## config.mk

```make
export PLATFORM = sky130hd
export DESIGN_NAME = qte_cordic_cell
export DESIGN_NICKNAME = d
export VERILOG_FILES = /design/src/rtl/qte_pkg.sv /design/src/rtl/qte_cordic_cell.sv
export SDC_FILE = /design/constraint.sdc
export NUM_CORES = 1
export LEC_CHECK = 0
export BUFFER_PORTS_ARGS = -buffer_cell sky130_fd_sc_hd__buf_2
export CAP_MARGIN = 15
export CELL_PAD_IN_SITES_DETAIL_PLACEMENT = 0
export CELL_PAD_IN_SITES_GLOBAL_PLACEMENT = 1
export CORE_UTILIZATION = 45
export DETAILED_ROUTE_END_ITERATION = 7
export MAX_ROUTING_LAYER = met4
export PLACE_DENSITY = 0.92
export SYNTH_ARGS = -nofsm -noshare
export SYNTH_HDL_FRONTEND = slang
export SYNTH_SLANG_ARGS = --single-unit
```

## constraint.sdc

```tcl
create_clock -name clk -period 7.43 [get_ports clk]
set_input_delay 0.3715 -clock clk [delete_from_list [all_inputs] [get_ports clk]]
set_output_delay 0.3715 -clock clk [all_outputs]
set_load 0.005 [all_outputs]
```

## src/rtl/qte_pkg.sv

```systemverilog
// ---------------------------------------------------------------------------
// qte_pkg: shared types and constants of the quaternion to euler block
// fixed-point formats, cordic angle table, pre-rotation and output rounding
// ---------------------------------------------------------------------------
package qte_pkg;

	localparam int CORDIC_STEPS = 16;
	localparam int ATAN_LEN     = 24;
	localparam int SQRT_BITS    = 29;
	localparam int VEC_W        = 36;
	localparam int ACC_W        = 26;
	localparam int TERM_W       = 35;
	localparam int T2_W         = 30;
	localparam int RAD_W        = 58;

	localparam logic [13:0] HALF_TURN_OUT    = 14'd11520;
	localparam logic [13:0] QUARTER_TURN_OUT = 14'd5760;
	localparam logic [12:0] WINDOW_RESET     = 13'd2880;
	localparam logic signed [ACC_W-1:0] DEG90_ACC  = 26'sd5898240;
	localparam logic signed [ACC_W-1:0] DEG180_ACC = 26'sd11796480;

	// atan(2^-i) in units of 2^-16 degree
	localparam logic [21:0] ATAN_TABLE [ATAN_LEN] = '{
		22'd2949120, 22'd1740967, 22'd919879, 22'd466945, 22'd234379, 22'd117304,
		22'd58666, 22'd29335, 22'd14668, 22'd7334, 22'd3667, 22'd1833,
		22'd917, 22'd458, 22'd229, 22'd115, 22'd57, 22'd29,
		22'd14, 22'd7, 22'd4, 22'd2, 22'd1, 22'd0
	};

	typedef struct packed {
		logic signed [VEC_W-1:0] x;
		logic signed [VEC_W-1:0] y;
		logic signed [ACC_W-1:0] acc;
		logic                    frz;
	} cvec_t;

	typedef struct packed {
		logic [RAD_W-1:0]     rem;
		logic [SQRT_BITS-1:0] root;
	} sqst_t;

	typedef struct packed {
		logic signed [TERM_W-1:0] t0;
		logic signed [TERM_W-1:0] t1;
		logic signed [T2_W-1:0]   t2;
		logic signed [TERM_W-1:0] t3;
		logic signed [TERM_W-1:0] t4;
	} side_t;

	// axis cases and quadrant fold ahead of the micro-rotations
	function automatic cvec_t cordic_init(logic signed [VEC_W-1:0] y,
			logic signed [VEC_W-1:0] x);
		cvec_t v;
		v.x   = x;
		v.y   = y;
		v.acc = '0;
		v.frz = 1'b0;
		if (y == '0) begin
			v.frz = 1'b1;
			v.acc = x[VEC_W-1] ? DEG180_ACC : '0;
		end else if (x == '0) begin
			v.frz = 1'b1;
			v.acc = y[VEC_W-1] ? -DEG90_ACC : DEG90_ACC;
		end else if (x[VEC_W-1]) begin
			if (!y[VEC_W-1]) begin
				v.x   = y;
				v.y   = -x;
				v.acc = DEG90_ACC;
			end else begin
				v.x   = -y;
				v.y   = x;
				v.acc = -DEG90_ACC;
			end
		end
		return v;
	endfunction

	// 2^-16 degree to 1/64 degree, half away from zero, then saturate
	function automatic logic signed [14:0] to_out(logic signed [ACC_W-1:0] acc,
			logic [13:0] lim);
		logic [ACC_W-1:0] mag;
		logic [16:0]      r;
		logic [14:0]      s;
		mag = acc[ACC_W-1] ? ACC_W'(-acc) : ACC_W'(acc);
		r   = 17'((mag + ACC_W'(512)) >> 10);
		s   = (r > 17'(lim)) ? 15'(lim) : 15'(r);
		return acc[ACC_W-1] ? -$signed(s) : $signed(s);
	endfunction

endpackage

```

## src/rtl/qte_cordic_cell.sv

```systemverilog
// ---------------------------------------------------------------------------
// qte_cordic_cell: one vectoring micro-rotation of the cordic chain
// rotates toward the x axis and books the step angle
// ---------------------------------------------------------------------------
module qte_cordic_cell #(
	parameter int STEP = 0
) (
	input  logic           clk,
	input  logic           en,
	input  qte_pkg::cvec_t din,
	output qte_pkg::cvec_t dout
);

	qte_pkg::cvec_t nxt;

	generate
		if (STEP < qte_pkg::ATAN_LEN) begin : g_rot
			logic signed [qte_pkg::VEC_W-1:0] xs;
			logic signed [qte_pkg::VEC_W-1:0] ys;
			logic signed [qte_pkg::ACC_W-1:0] da;

			assign xs = din.x >>> STEP;
			assign ys = din.y >>> STEP;
			assign da = $signed({4'd0, qte_pkg::ATAN_TABLE[STEP]});

			// sign of y picks the rotation direction; frozen lanes keep the angle
			always_comb begin
				nxt = din;
				if (!din.y[qte_pkg::VEC_W-1]) begin
					nxt.x = din.x + ys;
					nxt.y = din.y - xs;
					if (!din.frz) nxt.acc = din.acc + da;
				end else begin
					nxt.x = din.x - ys;
					nxt.y = din.y + xs;
					if (!din.frz) nxt.acc = din.acc - da;
				end
			end
		end else begin : g_skip
			assign nxt = din;
		end
	endgenerate

	always_ff @(posedge clk) begin
		if (en) begin
			dout <= nxt;
		end
	end

endmodule

```

==> flow_summary.toml <==
[clocking]
root_buffer = "clkbuf_16"
h-tree-depth = 3
cts_tree = "yes"
cts_resized = 0
cts_setup_buffers = 0
cts_hold_buffers = 0
clkTransAtPathRegs_ns = 0.09
clock_path_buffers = 2
clkSinkCount = 98
numCtsBuffers = 9

[routing]
ant_nets = 0
first_iter_violations = 712
drt-total-wl_um = 30300
vias = 9214
first_pass_iters = 5
wire_per_inst_um = 19.1
viasPerCell = 5.81
drc = 0

[yosys]
synth_area_leaders = "edfxtp_1, ha_1, a21oi_1, xnor2_1, inv_1"
yosysTopAreaCell = "edfxtp_1"
synth_area_sq_um = 9820
synth_common_cells = "a21oi_1, ha_1, inv_1"
synth_top_area_share_pct = 30.0
synth_edf_count = 98
syn_avg_cell_area_sq_um = 8.56
yosys_warnings = 0
synth.distinct_cells = 78
synth_ff_type = "edfxtp_1"
ys_seq_area_share_pct = 30.0
syn_nets = 1362
async_flop_share_pct = 0
ys_ff_latch = 98
yosysMostFrequentCell = "a21oi_1"
postSynthCellCount = 1147

[hold_path]
min_path_cells = 1
whs_endpoint = "dout[11]"
min_from = "din[11]"
hp-class = "primary input to register"

[grt]
grt_pass1_vias = 8847
grt_usage_pct = 27.8
grt_overflow_total = 0
grt_max_degree = 83
grt_antenna_before_repair = 0
grt_pass1_wl_um = 46900

[worst_setup_path]
cp-end-kind = "register"
cp_max_fo = 11
slowest_delay_ns = 0.49
path_class = "primary input to register"
cp.required_ns = 7.55
crit_top_cell = "inv_1"
cp-start-kind = "primary input"
crit_arrival_ns = 3.42
slowest_stage = "ha_1"
cp_cell_sequence = "buf_2, inv_1, ha_1, inv_1, o31a_1, a31o_2, o41ai_2, a21oi_1, and2_1, nor3_1, o221ai_1, xnor2_1"

[sta]
fin_hold_ws_ns = 0.177
setup_viol = 0
hold_viol = 0
timing.final.crit_share_pct = 44.4
fmax_mhz = 303
rsz0062_at_grt = "no"
setup_tns_ns = 0
fin_crit_ns = 3.30
worst_pin_slew_ns = 1.05
slew_viol_final = 0
slew_headroom_pct = 29.0

[final_layout]
ff_latch_area_sq_um = 2940
n_fill_cell = 2060
drive_above_1_share_pct = 19.4
diodes = 0
largest-register = "dout"
largest_reg_flops = 98
synthToLayoutAreaGrowth_pct = 14.4
multi_input_area_sq_um = 6190
top_regs = "dout: 98 flops"
nNetsFinal = 1521

[flow_run]
cap_violations = 0

[floorplanning]
core_sq_um = 21200
fp.dieH_um = 150
dieArea_sq_um = 22400
die_w_um = 150
io_pins = 200
initial_core_util_pct = 46.3
rows = 53

[power_and_ir_drop]
ir_drop_mv = 0.0955
cellLeakagePower_nw = 5.01
p_per_area_nw_per_um2 = 175

[place]
routabilityCongestion = 0.951
dp_hpwl_um = 23700
port_buffers = 199

[run_status]
outcome = "finished clean"
==> placed cells by master, fill, tap and decap left out, types with 16 or more instances in the layout <==
cell type,netlist,final
xnor2_1,62,62
ha_1,111,111
inv_1,107,106
edfxtp_1,98,98
a211oi_1,16,16
o21ai_0,62,62
nor3_1,28,28
a21oi_1,140,140
mux2i_1,20,20
a21o_1,25,25
o21bai_1,27,27
nor2_1,82,82
buf_2,18,198
nand4_1,17,17
nand2_1,62,62
nand3_1,24,24
==> cells by family after synthesis <==
family | after synthesis | synth area share [%]
compound gates | 381 | 25.1
simple gates | 287 | 14.2
fa+ha+maj | 114 | 14.8
mux | 21 | 2.15
flops | 98 | 30.0
buf+inv | 169 | 6.96
xor+xnor | 77 | 6.87
==> metal layers <==
metal  vias up  share of wire, %  GRT usage [%]  wire, um
li1       4431                 -              -         -
met1      4312                45           37.4     13800
met2       404                45           42.9     13600
met3        67               6.6           3.72      2000
met4         0               3.1           9.55       935
met5         -                 0              -         0
==> report_power, final <==
| group | leakage, nW | total (mW) | internal (mW) | switching [mW] |
|---|---|---|---|---|
| registers | 0.959 | 0.742 | 0.720 | 0.0228 |
| clock network | 0.142 | 0.478 | 0.236 | 0.242 |
| logic | 3.91 | 0.750 | 0.290 | 0.459 |
| total | 5.01 | 1.97 | 1.25 | 0.724 |
==> stage by stage <==
| stage | utilization [%] | area, sq um | power [mW] | setup WS (ns) | std cells |
|---|---|---|---|---|---|
| floorplan | - | 9820 | 1.22 | 4.69 | 1147 |
| global placement | 51.6 | 10900 | 1.48 | 3.89 | 1570 |
| detailed placement | 51.6 | 10900 | 1.49 | 3.83 | 1570 |
| CTS | 52.9 | 11200 | 1.98 | 4.21 | 1586 |
| global route | 52.9 | 11200 | 2.07 | 3.94 | 1586 |
| finish | 52.9 | 11200 | 1.97 | 4.13 | 1586 |
==> worst max-delay path by stage <==
| stage | cells past startpoint | from | slack, ns | endpoint |
|---|---|---|---|---|
| after global placement | 12 | din[33] | 3.89 | dout[98] |
| after CTS | 12 | din[29] | 4.21 | dout[62] |
| after floorplan | 11 | din[28] | 4.69 | dout[62] |
| final | 12 | din[33] | 4.13 | dout[92] |
| after detailed placement | 12 | din[29] | 3.83 | dout[62] |
| after global routing | 12 | din[33] | 3.94 | dout[92] |
==> critical path: cells and delay by family <==
kind,cells,cell delay (ns)
buf+inv,3,0.37
simple gates,2,0.50
compound gates,5,1.50
fa+ha+maj,1,0.49
xor+xnor,1,0.17
==> layout make-up <==
| cell class | instances | share of cell area [%] |
|---|---|---|
| tap | 275 | 3.06 |
| inverter | 115 | 3.91 |
| sequential | 98 | 26.2 |
| clock buffer | 9 | 2.01 |
| clock inverter | 7 | 0.590 |
| timing repair buffer | 202 | 9.09 |
| multi-input combinational | 880 | 55.1 |
Power figures use the tool's default switching activity.
